**config.mk**
```make
export PLATFORM = sky130hd
export DESIGN_NAME = rsb_cell
export DESIGN_NICKNAME = d
export VERILOG_FILES = /design/src/rsb_pkg.sv /design/src/rsb_cell.sv
export SDC_FILE = /design/constraint.sdc
export NUM_CORES = 1
export LEC_CHECK = 0
export BUFFER_PORTS_ARGS = -buffer_cell sky130_fd_sc_hd__buf_4
export CORE_MARGIN = 2
export CORE_UTILIZATION = 35
export CTS_BUF_LIST = sky130_fd_sc_hd__clkbuf_4
export DETAILED_ROUTE_END_ITERATION = 16
export PLACE_DENSITY = 0.68
export SETUP_SLACK_MARGIN = 0.1
export SYNTH_ARGS = -nofsm -noshare
export SYNTH_HDL_FRONTEND = slang
export SYNTH_SLANG_ARGS = --single-unit
```
**constraint.sdc**
```tcl
create_clock -name clk_i -period 2.7 [get_ports clk_i]
set_input_delay 0.54 -clock clk_i [delete_from_list [all_inputs] [get_ports clk_i]]
set_output_delay 0.54 -clock clk_i [all_outputs]
set_load 0.005 [all_outputs]
```
**src/rsb_pkg.sv**
```systemverilog
`timescale 1ns / 1ps
`default_nettype none
// ----------------------------------------------------------------------------
// rsb_pkg
// Shared constants and types for the rank sort block and its insertion cells.
// ----------------------------------------------------------------------------
package rsb_pkg;

  localparam int unsigned RSB_DATA_W    = 32;
  localparam int unsigned RSB_MAX_ELEMS = 64;

  // Contents of one cell of the sorting chain
  typedef struct packed {
    logic                  valid;
    logic [RSB_DATA_W-1:0] value;
  } rsb_cell_t;

  // Chain-wide control broadcast to every cell
  typedef struct packed {
    logic ins;  // insert the broadcast value
    logic pop;  // shift the chain one place toward cell 0
  } rsb_ctrl_t;

  typedef enum logic {
    RSB_LOAD,
    RSB_DRAIN
  } rsb_state_e;

endpackage : rsb_pkg
`default_nettype wire

```
**src/rsb_cell.sv**
```systemverilog
`timescale 1ns / 1ps
`default_nettype none
// ----------------------------------------------------------------------------
// rsb_cell
// One insertion cell: holds one value, compares it with the broadcast value
// and either keeps it, takes its left neighbor's, takes the new value, or
// takes its right neighbor's when the chain drains.
// ----------------------------------------------------------------------------
module rsb_cell (
  input  logic              clk_i,
  input  logic              rst_ni,
  input  rsb_pkg::rsb_ctrl_t ctrl_i,
  input  logic [rsb_pkg::RSB_DATA_W-1:0] x_i,
  input  rsb_pkg::rsb_cell_t left_i,
  input  logic              left_gt_i,
  input  rsb_pkg::rsb_cell_t right_i,
  output logic              gt_o,
  output rsb_pkg::rsb_cell_t cell_o
);
  import rsb_pkg::*;

  logic                  valid_q;
  logic [RSB_DATA_W-1:0] value_q;
  rsb_cell_t             cell_d, cell_q;

  assign cell_q = '{valid: valid_q, value: value_q};

  always_comb begin
    // An empty cell counts as greater, so the new value lands in the first gap
    gt_o   = !cell_q.valid || ($signed(cell_q.value) > $signed(x_i));
    cell_d = cell_q;
    if (ctrl_i.pop) begin
      cell_d = right_i;
    end else if (ctrl_i.ins && gt_o) begin
      if (left_gt_i) begin
        cell_d = left_i;
      end else begin
        cell_d.valid = 1'b1;
        cell_d.value = x_i;
      end
    end
  end

  always_ff @(posedge clk_i or negedge rst_ni) begin
    if (!rst_ni) begin
      valid_q <= 1'b0;
    end else begin
      valid_q <= cell_d.valid;
    end
  end

  always_ff @(posedge clk_i) begin
    value_q <= cell_d.value;
  end

  assign cell_o = cell_q;

endmodule : rsb_cell
`default_nettype wire

```
==> results of run 1 <==
per-stage QoR:
stage               instance area [sq um]  setup slack, ns  std cells
finish                               4139          -0.2089        526
global route                         4139          -0.3090        526
CTS                                  3968          -0.1335        520
detailed placement                   3734          -0.1692        500
global placement                     3734         -0.09522        500
floorplan                            2534           0.1317        266
final timing paths:
kind | end | cells after the start | slack, ns
worst max-delay path | gt_o | 8 | -0.21
worst min-delay path | valid_q | 3 | 0.47
worst max register to register | valid_q | 15 | -0.05
worst min register to register | valid_q | 4 | 0.75
max in group asynchronous | valid_q | 2 | 2.09
min in group asynchronous | valid_q | 2 | 0.53
per-layer routing:
metal | vias up | share of wire [%]
met5 | - | 0
met4 | 0 | 1.0
met3 | 7 | 7.4
met2 | 89 | 50
met1 | 1126 | 42
li1 | 1284 | -
cells in the final DEF, fill, tap and decap left out, drive strengths merged, types with 3 or more instances in the layout:
cell | Yosys | final
buf | 4 | 164
nand2 | 38 | 38
o21ai | 35 | 35
inv | 32 | 32
mux2i | 32 | 32
edfxtp | 32 | 32
ha | 32 | 32
a21oi | 16 | 16
nand4 | 9 | 9
clkbuf | 8 | 6
nand3 | 4 | 4
a21o | 3 | 3
power groups by stage:
stage               Combinational [mW]  Clock (mW)  Sequential (mW)
floorplan                        0.233           0            0.682
global placement                 0.526           0            0.680
detailed placement               0.538           0            0.682
CTS                              0.603       0.303            0.672
global route                     0.743       0.317            0.682
finish                           0.674       0.286            0.675
cells by family after synthesis:
group	count (synthesis)
simple gates	61
buf+inv	44
fa+ha+maj	32
flops	33
mux	32
compound gates	64
what timing repair did:
| action | in CTS | in global routing |
|---|---|---|
| endpoints found under the setup margin | 1 | 2 |
| cloned | 0 | 0 |
| buffers inserted | 11 | 6 |
| hold endpoints to repair | 1 | 0 |
| hold buffers | 1 | 0 |
| gates resized for setup | 14 | 18 |
| pin swaps | 9 | 7 |
registers in the layout (all words and copies together), names as in the netlist:
name and count:
valid_q 1, value_q 32
synth_stat cells, drive strengths merged:
| cell | number | share of area (%) |
|---|---|---|
| nor2 | 2 | 0.30 |
| a21o | 3 | 0.89 |
| a211oi | 2 | 0.79 |
| clkbuf | 8 | 1.2 |
| o211ai | 2 | 0.59 |
| buf | 4 | 0.89 |
| nor3 | 2 | 0.59 |
| o21ai | 35 | 6.9 |
| nand4 | 9 | 2.7 |
| inv | 32 | 4.7 |
| nor4 | 2 | 0.49 |
| mux2i | 32 | 13 |
| a31oi | 1 | 0.25 |
| nor2b | 1 | 0.25 |
| a31o | 1 | 0.35 |
| a2111oi | 1 | 0.35 |
| a21oi | 16 | 3.2 |
| nand2 | 38 | 5.6 |
| nor3b | 1 | 0.30 |
| dfrtp | 1 | 0.99 |
| ha | 32 | 16 |
| nand3 | 4 | 0.79 |
| a221o | 1 | 0.40 |
| edfxtp | 32 | 38 |
| o21a | 1 | 0.30 |
| nand2b | 2 | 0.49 |
| o31ai | 1 | 0.30 |
worst reg2reg max path: cells and delay by family, from the launching register on:
kind            cells  cell delay [ns]
buf+inv             8             0.88
compound gates      4             0.82
flops               1             0.41
simple gates        2             0.30
fa+ha+maj           1             0.28
final cells by class:
class	instances	area, sq um
clock buffer	6	45.04
clock inverter	2	10.01
fill	629	2998
inverter	32	120.1
multi-input combinational	189	1562
sequential	33	985.9
tap	99	123.9
timing repair buffer	165	1292
==> results.toml, run 1 <==
[clock_network]
cts_buffers = 5
cts.root.buffer_cell = "sky130_fd_sc_hd__clkbuf_4"
cts.path.max_buffers = 2
cts_num_sinks = 33
tritoncts_clock_tree = "built"
ctsHtreeMaxLevel = 2
cts.clk_slew.worst_paths_ns = 0.12
clk-insertion-delay-late_ns = 0.34

[pwr]
power_switching_share_pct = 30.33
p_clk_share_pct = 17.5
vdd_ir_drop_max_mv = 0.1744
leakage_power_figure_nw = 2.031
total_power_mw = 1.636
power_density_nw_per_um2 = 395.2
net_switching_mw = 0.4962
combinational_share_of_power_pct = 41.2
power.internal_mw = 1.140
power_frac_seq_pct = 41.3

[drt]
total_wirelength_microns = 7203
drcViolationCount = 0
drtIter0Drc = 76
postRouteAntennaNets = 0
routed_via_density = 4.764
number_of_vias_in_the_routed_layout = 2506
drt_first_pass_iters = 4
routed_wire_length_per_instance_microns = 13.69

[critical_path]
timing.critical_path.required_ns = 2.16
crit-reg2reg-launch = "value_q[20]"
worstPathCellList = "ha_4 -> nand4_1 -> nor4_4 -> buf_4 -> o31ai_2 -> a31oi_1 -> nand2b_1 -> buf_4"
cell_type_with_the_highest_occurrence_count_on_the_critical_path = "sky130_fd_sc_hd__buf_4"
timing.setup.critical_path_class = "reg -> out"
slowest_delay_ns = 0.45
kind_of_start_point_of_the_critical_path = "register"
critical_path.n_buffers_inverters = 2
critPathArrivalTime_ns = 2.37
critPathSlowestCell = "sky130_fd_sc_hd__edfxtp_1"
critPathTopFamily = "simple AND/OR/NAND/NOR gates"
critPathMaxFanout = 3
endpoint_kind = "output port"
crit_start = "value_q[23]"

[floorplanning]
ios = 137
fp-row-count = 31
core-area_sq_um = 7137
start_util_pct = 35.50
die_w_microns = 89.08
die-area_sq_um = 7935
chipHeight_microns = 89.08

[layout]
area_growth_pct = 63.36
design.final.nets = 561
finalCoreUtilization_pct = 57.99
diodes = 0
share_of_layout_cells_above_drive_strength_1_pct = 45.90

[timing]
final.setup.tns_ns = -0.2623
fin_crit_ns = 2.909
timing.fmax_ghz = 0.3438
setup_viol_count_final = 2
slew-limit-headroom_pct = 61.66
holdWs_ns = 0.4684
fin_worst_skew_ns = 0.01248
final.setup.worst_slack_ns = -0.2089
slew_at_the_pin_closest_to_its_max_slew_limit_ns = 0.5751
rsz0062_at_grt = "true"
maxSlewViolCount = 0
fin_crit_sh_pct = 107.7
final-hold-violation-count = 0

[logic_synthesis]
combinational_family_with_the_most_area_after_synthesis = "adder cells"
yosysWarningCount = 0
complex_gate_fraction_of_the_synthesized_area_pct = 14.27
synthesis.nets = 401
synth-xor-area-share_pct = 0
ys_seq_area_share_pct = 38.91
synthesis.area_per_instance_sq_um = 9.525
synth_mux_area_share_pct = 12.64
yosys_register_bits = 33
post_synth_and_or_nand_nor_area_fraction_pct = 11.56
synthesized_area_fraction_occupied_by_adder_cells_pct = 15.80
synth.lib_cells_used.distinct = 31
synthesis.instances = 266
post_synth_instance_area_sq_um = 2534

[grt]
global_route.usage.met3_pct = 4.155
gr-usage-met1_pct = 20.81
via_count_of_the_first_global_routing_pass = 2356
grt_antenna_before_repair = 0
grt-ovfl-total = 0
track_usage_pct = 17.16
grtUsageMet2_pct = 30.37
grt_max_degree = 44
global_route.peak_usage_layer = "met2"
grt_first_pass_wirelength_microns = 10550

[place]
gp_congestion = 0.7898
place.detailed.hpwl_microns = 5440
buffer_ports.inserted = 136

[outcome]
violations = "negative setup slack"
status = "finished, violations left"

[worst_hold_path]
hold_start = "right_i[32]"
worst_min_delay_path_category = "in -> reg"

[job]
maxCapViolCount = 0
Power figures use the tool's default switching activity.
==> run 2, diff against run 1 <==
ABC_AREA = 1   (was default)
PLACE_DENSITY = 0.67   (was 0.68)
==> results.toml, run 2 <==
[layout]
layout_commonest_cell = "sky130_fd_sc_hd__buf_4"
regMostFlops = "value_q"
share_of_layout_cells_above_drive_strength_1_pct = 43.22
largest_reg_flops = 32
n_fill_cell = 680
diodes = 0
sequential_cell_area_sq_um = 985.9
multi_input_area_sq_um = 1564
design.final.nets = 613
layout_common_cells = "149 x sky130_fd_sc_hd__buf_4, 69 x sky130_fd_sc_hd__a21oi_1, 67 x sky130_fd_sc_hd__nand2_1, 37 x sky130_fd_sc_hd__nor2_1, 36 x sky130_fd_sc_hd__inv_1"
area_growth_pct = 59.13
finalCoreUtilization_pct = 56.83
layout_top_registers = "value_q x32, valid_q x1"

[logic_synthesis]
yosys.cell_count.top_type = "sky130_fd_sc_hd__a21oi_1"
edff_count_synth = 32
yosys_register_bits = 33
synth_async_sr_flop_share_pct = 3.030
ys_seq_area_share_pct = 38.48
synth_top_cells_by_area = "sky130_fd_sc_hd__edfxtp_1 38%, sky130_fd_sc_hd__ha_1 16%, sky130_fd_sc_hd__a21oi_1 15%"
synthDominantCellAreaShare_pct = 37.50
synthesis.area_per_instance_sq_um = 7.695
synthesis.nets = 468
synthesis.instances = 333
synth.lib_cells_used.distinct = 23
yosys-top-cells-count = "78 x sky130_fd_sc_hd__a21oi_1, 72 x sky130_fd_sc_hd__nand2_1, 40 x sky130_fd_sc_hd__nor2_1"
netlist.top_cell.by_area = "sky130_fd_sc_hd__edfxtp_1"
post_synth_instance_area_sq_um = 2562
postSynth.topFlopCell = "sky130_fd_sc_hd__edfxtp_1"
yosysWarningCount = 0

[grt]
grt_max_degree = 36
via_count_of_the_first_global_routing_pass = 2469
grt_first_pass_wirelength_microns = 11110
track_usage_pct = 18.08
grt-ovfl-total = 0
grt_antenna_before_repair = 0

[timing]
fin_crit_ns = 2.517
fin_worst_skew_ns = 0.02369
slew-limit-headroom_pct = 59.62
maxSlewViolCount = 0
rsz0062_at_grt = "true"
final-hold-violation-count = 0
final.setup.tns_ns = 0
slew_at_the_pin_closest_to_its_max_slew_limit_ns = 0.6048
fin_crit_sh_pct = 93.24
timing.fmax_ghz = 0.3972
setup_viol_count_final = 0

[pwr]
vdd_ir_drop_max_mv = 0.2028
leakage_power_figure_nw = 1.998
power_density_nw_per_um2 = 392.2

[drt]
number_of_vias_in_the_routed_layout = 2770
routed_via_density = 4.792
drtIter0Drc = 95
drt_first_pass_iters = 6
routed_wire_length_per_instance_microns = 13.44
postRouteAntennaNets = 0
drcViolationCount = 0
total_wirelength_microns = 7767

[floorplanning]
core-area_sq_um = 7176
die_w_microns = 89.57
fp-row-count = 31
chipHeight_microns = 89.57
start_util_pct = 35.71
ios = 137
die-area_sq_um = 8022

[place]
place.detailed.hpwl_microns = 5595
gp_congestion = 0.8160
buffer_ports.inserted = 136

[critical_path]
critPathMaxFanout = 2
kind_of_start_point_of_the_critical_path = "register"
timing.setup.critical_path_class = "reg -> out"
critPathArrivalTime_ns = 1.98
cell_type_with_the_highest_occurrence_count_on_the_critical_path = "sky130_fd_sc_hd__nand2_1"
regToRegSetupSlack_ns = 0.52
timing.critical_path.required_ns = 2.16
critPathSlowestCell = "sky130_fd_sc_hd__edfxtp_1"
slowest_delay_ns = 0.45
worstPathCellList = "ha_4 -> a21oi_2 -> nor2_1 -> nor2_1 -> nand2_1 -> nand2_1 -> nand2_1 -> nand2_1 -> nand2_1 -> nand2_1 -> nand3_2 -> nand2_2 -> buf_6"
endpoint_kind = "output port"

[clock_network]
cts.path.max_buffers = 2
cts_num_sinks = 33
cts_buffers = 5
ctsHtreeMaxLevel = 2
cts.root.buffer_cell = "sky130_fd_sc_hd__clkbuf_4"
tritoncts_clock_tree = "built"
clk-insertion-delay-late_ns = 0.34
cts.clk_slew.worst_paths_ns = 0.11

[outcome]
status = "finished, final reports clean"

[job]
maxCapViolCount = 0

[worst_hold_path]
worst_min_delay_path_category = "in -> reg"
-- run 2: final timing paths --
kind,cells after the start,endpoint,start
worst max register to register,15,value_q[22],value_q[5]
min in group asynchronous,2,valid_q,rst_ni
worst min-delay path,4,valid_q,ctrl_i[1]
worst max-delay path,13,gt_o,value_q[5]
max in group asynchronous,2,valid_q,rst_ni
worst min register to register,2,valid_q,valid_q
-- run 2: routing by layer --
layer,vias up,GRT usage (%),part of all wire [%]
met5,-,0,0
met3,9,2.770,5.6
met4,0,4.885,1.3
met1,1281,22.84,42
li1,1390,-,-
met2,90,31.95,51
-- run 2: layout make-up --
type / count / area share, %
Clock buffer: 6 / 1.105
Sequential cell: 33 / 24.18
Tap cell: 99 / 3.038
Timing Repair Buffer: 153 / 28.94
Clock inverter: 2 / 0.2455
Inverter: 43 / 4.142
Multi-Input combinational cell: 242 / 38.36
-- run 2: logic make-up after synthesis --
| kind of cell | count (synthesis) | share of synthesized area, % |
|---|---|---|
| adder cells (fa/ha/maj) | 32 | 15.62 |
| flip-flops | 33 | 38.48 |
| buffers and inverters | 58 | 9.130 |
| AO/OA/AOI/OAI | 84 | 16.70 |
| AND/OR/NAND/NOR | 126 | 20.07 |
-- run 2: repair_timing --
item                                   CTS  global route
setup endpoints to repair                1             1
hold buffers                             1             0
endpoints found under the hold margin    1             0
buffers inserted                         0            13
pin swaps                                0            16
gates resized for setup                  1            32
-- run 2: critical path: cells and delay by family (launching register included) --
family | cells | cell delay (ns)
and+or+nand+nor | 10 | 0.68
AOI/OAI and AO/OA | 1 | 0.16
DFF | 1 | 0.45
adders and majority gates | 1 | 0.25
buffers and inverters | 1 | 0.10
-- run 2: metrics by stage --
stage | setup slack [ns] | power, mW | instance area (sq um) | std cells | hold slack, ns
floorplan | 0.2618 | 0.9341 | 2562 | 333 | 0.2444
global placement | 0.2004 | 1.208 | 3690 | 556 | 0.3163
detailed placement | 0.2073 | 1.221 | 3690 | 556 | 0.3167
CTS | 0.1402 | 1.512 | 3767 | 565 | 0.4880
global route | 0.05745 | 1.710 | 4078 | 578 | 0.4915
finish | 0.1826 | 1.599 | 4078 | 578 | 0.5007
-- run 2: report_power, final --
group	total, mW	internal, mW	switching, mW
sequential	0.676	0.635	0.0407
clock	0.287	0.109	0.178
combinational	0.636	0.348	0.288
==> run 3, diff against run 2 <==
CTS_CLUSTER_SIZE = 20   (was default)
PLACE_DENSITY = 0.77   (was 0.67)
==> results.toml, run 3 (same netlist as run 2, synthesis figures left out) <==
[timing]
fin_crit_sh_pct = 91.97
holdWs_ns = 0.5073
setup_viol_count_final = 0
slew_at_the_pin_closest_to_its_max_slew_limit_ns = 0.5985
slew-limit-headroom_pct = 60.04
maxSlewViolCount = 0
timing.fmax_ghz = 0.4027
final.setup.tns_ns = 0
fin_worst_skew_ns = 0.01353
rsz0062_at_grt = "true"
final.setup.worst_slack_ns = 0.2169
fin_crit_ns = 2.483
final-hold-violation-count = 0

[drt]
number_of_vias_in_the_routed_layout = 2783
drt_first_pass_iters = 4
postRouteAntennaNets = 0
routed_via_density = 4.823
drtIter0Drc = 77
total_wirelength_microns = 7741
drcViolationCount = 0
routed_wire_length_per_instance_microns = 13.42

[critical_path]
r2r_cells = 12
timing.critical_path.required_ns = 2.16
timing.setup.critical_path_class = "reg -> out"
kind_of_start_point_of_the_critical_path = "register"
critPathMaxFanout = 2
endpoint_kind = "output port"
critPathArrivalTime_ns = 1.94

[floorplanning]
fp-row-count = 31
start_util_pct = 35.71
die_w_microns = 89.57
die-area_sq_um = 8022
core-area_sq_um = 7176
chipHeight_microns = 89.57
ios = 137

[job]
maxCapViolCount = 0

[clock_network]
cts.path.max_buffers = 2
tritoncts_clock_tree = "built"
cts.clk_slew.worst_paths_ns = 0.10
cts.root.buffer_cell = "sky130_fd_sc_hd__clkbuf_4"
cts_num_sinks = 33
cts_buffers = 5
clk-insertion-delay-late_ns = 0.34
ctsHtreeMaxLevel = 2

[layout]
regMostFlops = "value_q"
area_growth_pct = 56.45
share_of_layout_cells_above_drive_strength_1_pct = 40.59
largest_reg_flops = 32
design.final.nets = 612
diodes = 0
layout_common_cells = "149 x sky130_fd_sc_hd__buf_4, 72 x sky130_fd_sc_hd__a21oi_1, 70 x sky130_fd_sc_hd__nand2_1, 38 x sky130_fd_sc_hd__nor2_1, 36 x sky130_fd_sc_hd__inv_1"
layout_commonest_cell = "sky130_fd_sc_hd__buf_4"
n_fill_cell = 680
final_area_sq_um = 4009
layout_top_registers = "value_q x32, valid_q x1"

[grt]
grt_antenna_before_repair = 0
grt_max_degree = 36
track_usage_pct = 18.47
via_count_of_the_first_global_routing_pass = 2508
grt_first_pass_wirelength_microns = 11410
grt-ovfl-total = 0

[place]
dpl_worst_slack_ns = 0.1030
place.detailed.hpwl_microns = 5658
buffer_ports.inserted = 136
detailed_place.area_sq_um = 3682
gp_congestion = 0.7827

[pwr]
combinational_share_of_power_pct = 38.7
power_switching_share_pct = 31.05
vdd_ir_drop_max_mv = 0.1834
power.internal_mw = 1.090
net_switching_mw = 0.4906
leakage_power_figure_nw = 1.985
power_frac_seq_pct = 42.7
power_density_nw_per_um2 = 394.2
p_clk_share_pct = 18.6

[worst_hold_path]
whs_path_depth = 4
worst_min_delay_path_category = "in -> reg"

[outcome]
status = "finished, final reports clean"
## run 3: changes by cell type in the layout (fill, tap and decap cells not counted), sizes merged
cell    before  now
buf        152  151
clkbuf       6    7
clkinv       3    2
## run 3: area by class of cell
class / instances / area, sq um / share of cell area (%)
Timing Repair Buffer: 152 / 1169 / 29.15
Tap cell: 99 / 123.9 / 3.090
Multi-Input combinational cell: 242 / 1505 / 37.55
Sequential cell: 33 / 985.9 / 24.59
Clock buffer: 7 / 52.55 / 1.311
Inverter: 43 / 168.9 / 4.213
Clock inverter: 1 / 3.754 / 0.09363
## run 3: per-stage QoR
stage	util [%]	power (mW)	std cells
6_report	55.87	1.580	577
5_1_grt	55.87	1.694	577
4_1_cts	52.47	1.529	564
3_5_place_dp	51.32	1.222	555
3_3_place_gp	51.32	1.205	555
2_1_floorplan	-	0.9341	333
## run 3: power by group through the flow
stage	Sequential [mW]	Clock [mW]	Combinational, mW
finish	0.676	0.293	0.612
detailed placement	0.681	0	0.541
floorplan	0.681	0	0.253
global placement	0.677	0	0.528
global route	0.683	0.325	0.687
CTS	0.670	0.307	0.552
## run 3: timing repair
action,CTS,global route
hold buffers,1,0
resized for setup,2,19
pin swaps,0,10
gates cloned,0,0
endpoints found under the hold margin,1,0
setup endpoints to repair,1,1
setup buffers,0,13
## run 3: path summary, 6_finish.rpt
kind / endpoint / startpoint / slack, ns
max in group asynchronous: valid_q / rst_ni / 2.09
setup / recovery: gt_o / value_q[3] / 0.22
hold / removal: valid_q / ctrl_i[1] / 0.51
hold reg to reg: valid_q / valid_q / 0.59
setup reg to reg: value_q[4] / value_q[31] / 0.57
min in group asynchronous: valid_q / rst_ni / 0.52
## run 3: layer usage
metal,track usage (%),up-vias,share of wire (%)
li1,-,1391,-
met1,20.69,1285,39
met2,34.89,91,53
met3,3.878,16,5.7
met4,5.156,0,2.1
met5,0,-,0
## run 3: critical path, stage by stage (launching register included)
cell                       delay [ns]
sky130_fd_sc_hd__edfxtp_1        0.47
sky130_fd_sc_hd__ha_4            0.31
sky130_fd_sc_hd__nand2_1         0.06
sky130_fd_sc_hd__inv_2           0.05
sky130_fd_sc_hd__nand2_1         0.05
sky130_fd_sc_hd__nand2_1         0.05
sky130_fd_sc_hd__nand2_1         0.05
sky130_fd_sc_hd__nand2_1         0.06
sky130_fd_sc_hd__nand2_1         0.04
sky130_fd_sc_hd__nand2_1         0.06
sky130_fd_sc_hd__nand2_2         0.05
sky130_fd_sc_hd__nand2_1         0.05
sky130_fd_sc_hd__nand2_1         0.05
sky130_fd_sc_hd__nand3_2         0.06
sky130_fd_sc_hd__nand2_2         0.06
sky130_fd_sc_hd__buf_4           0.14
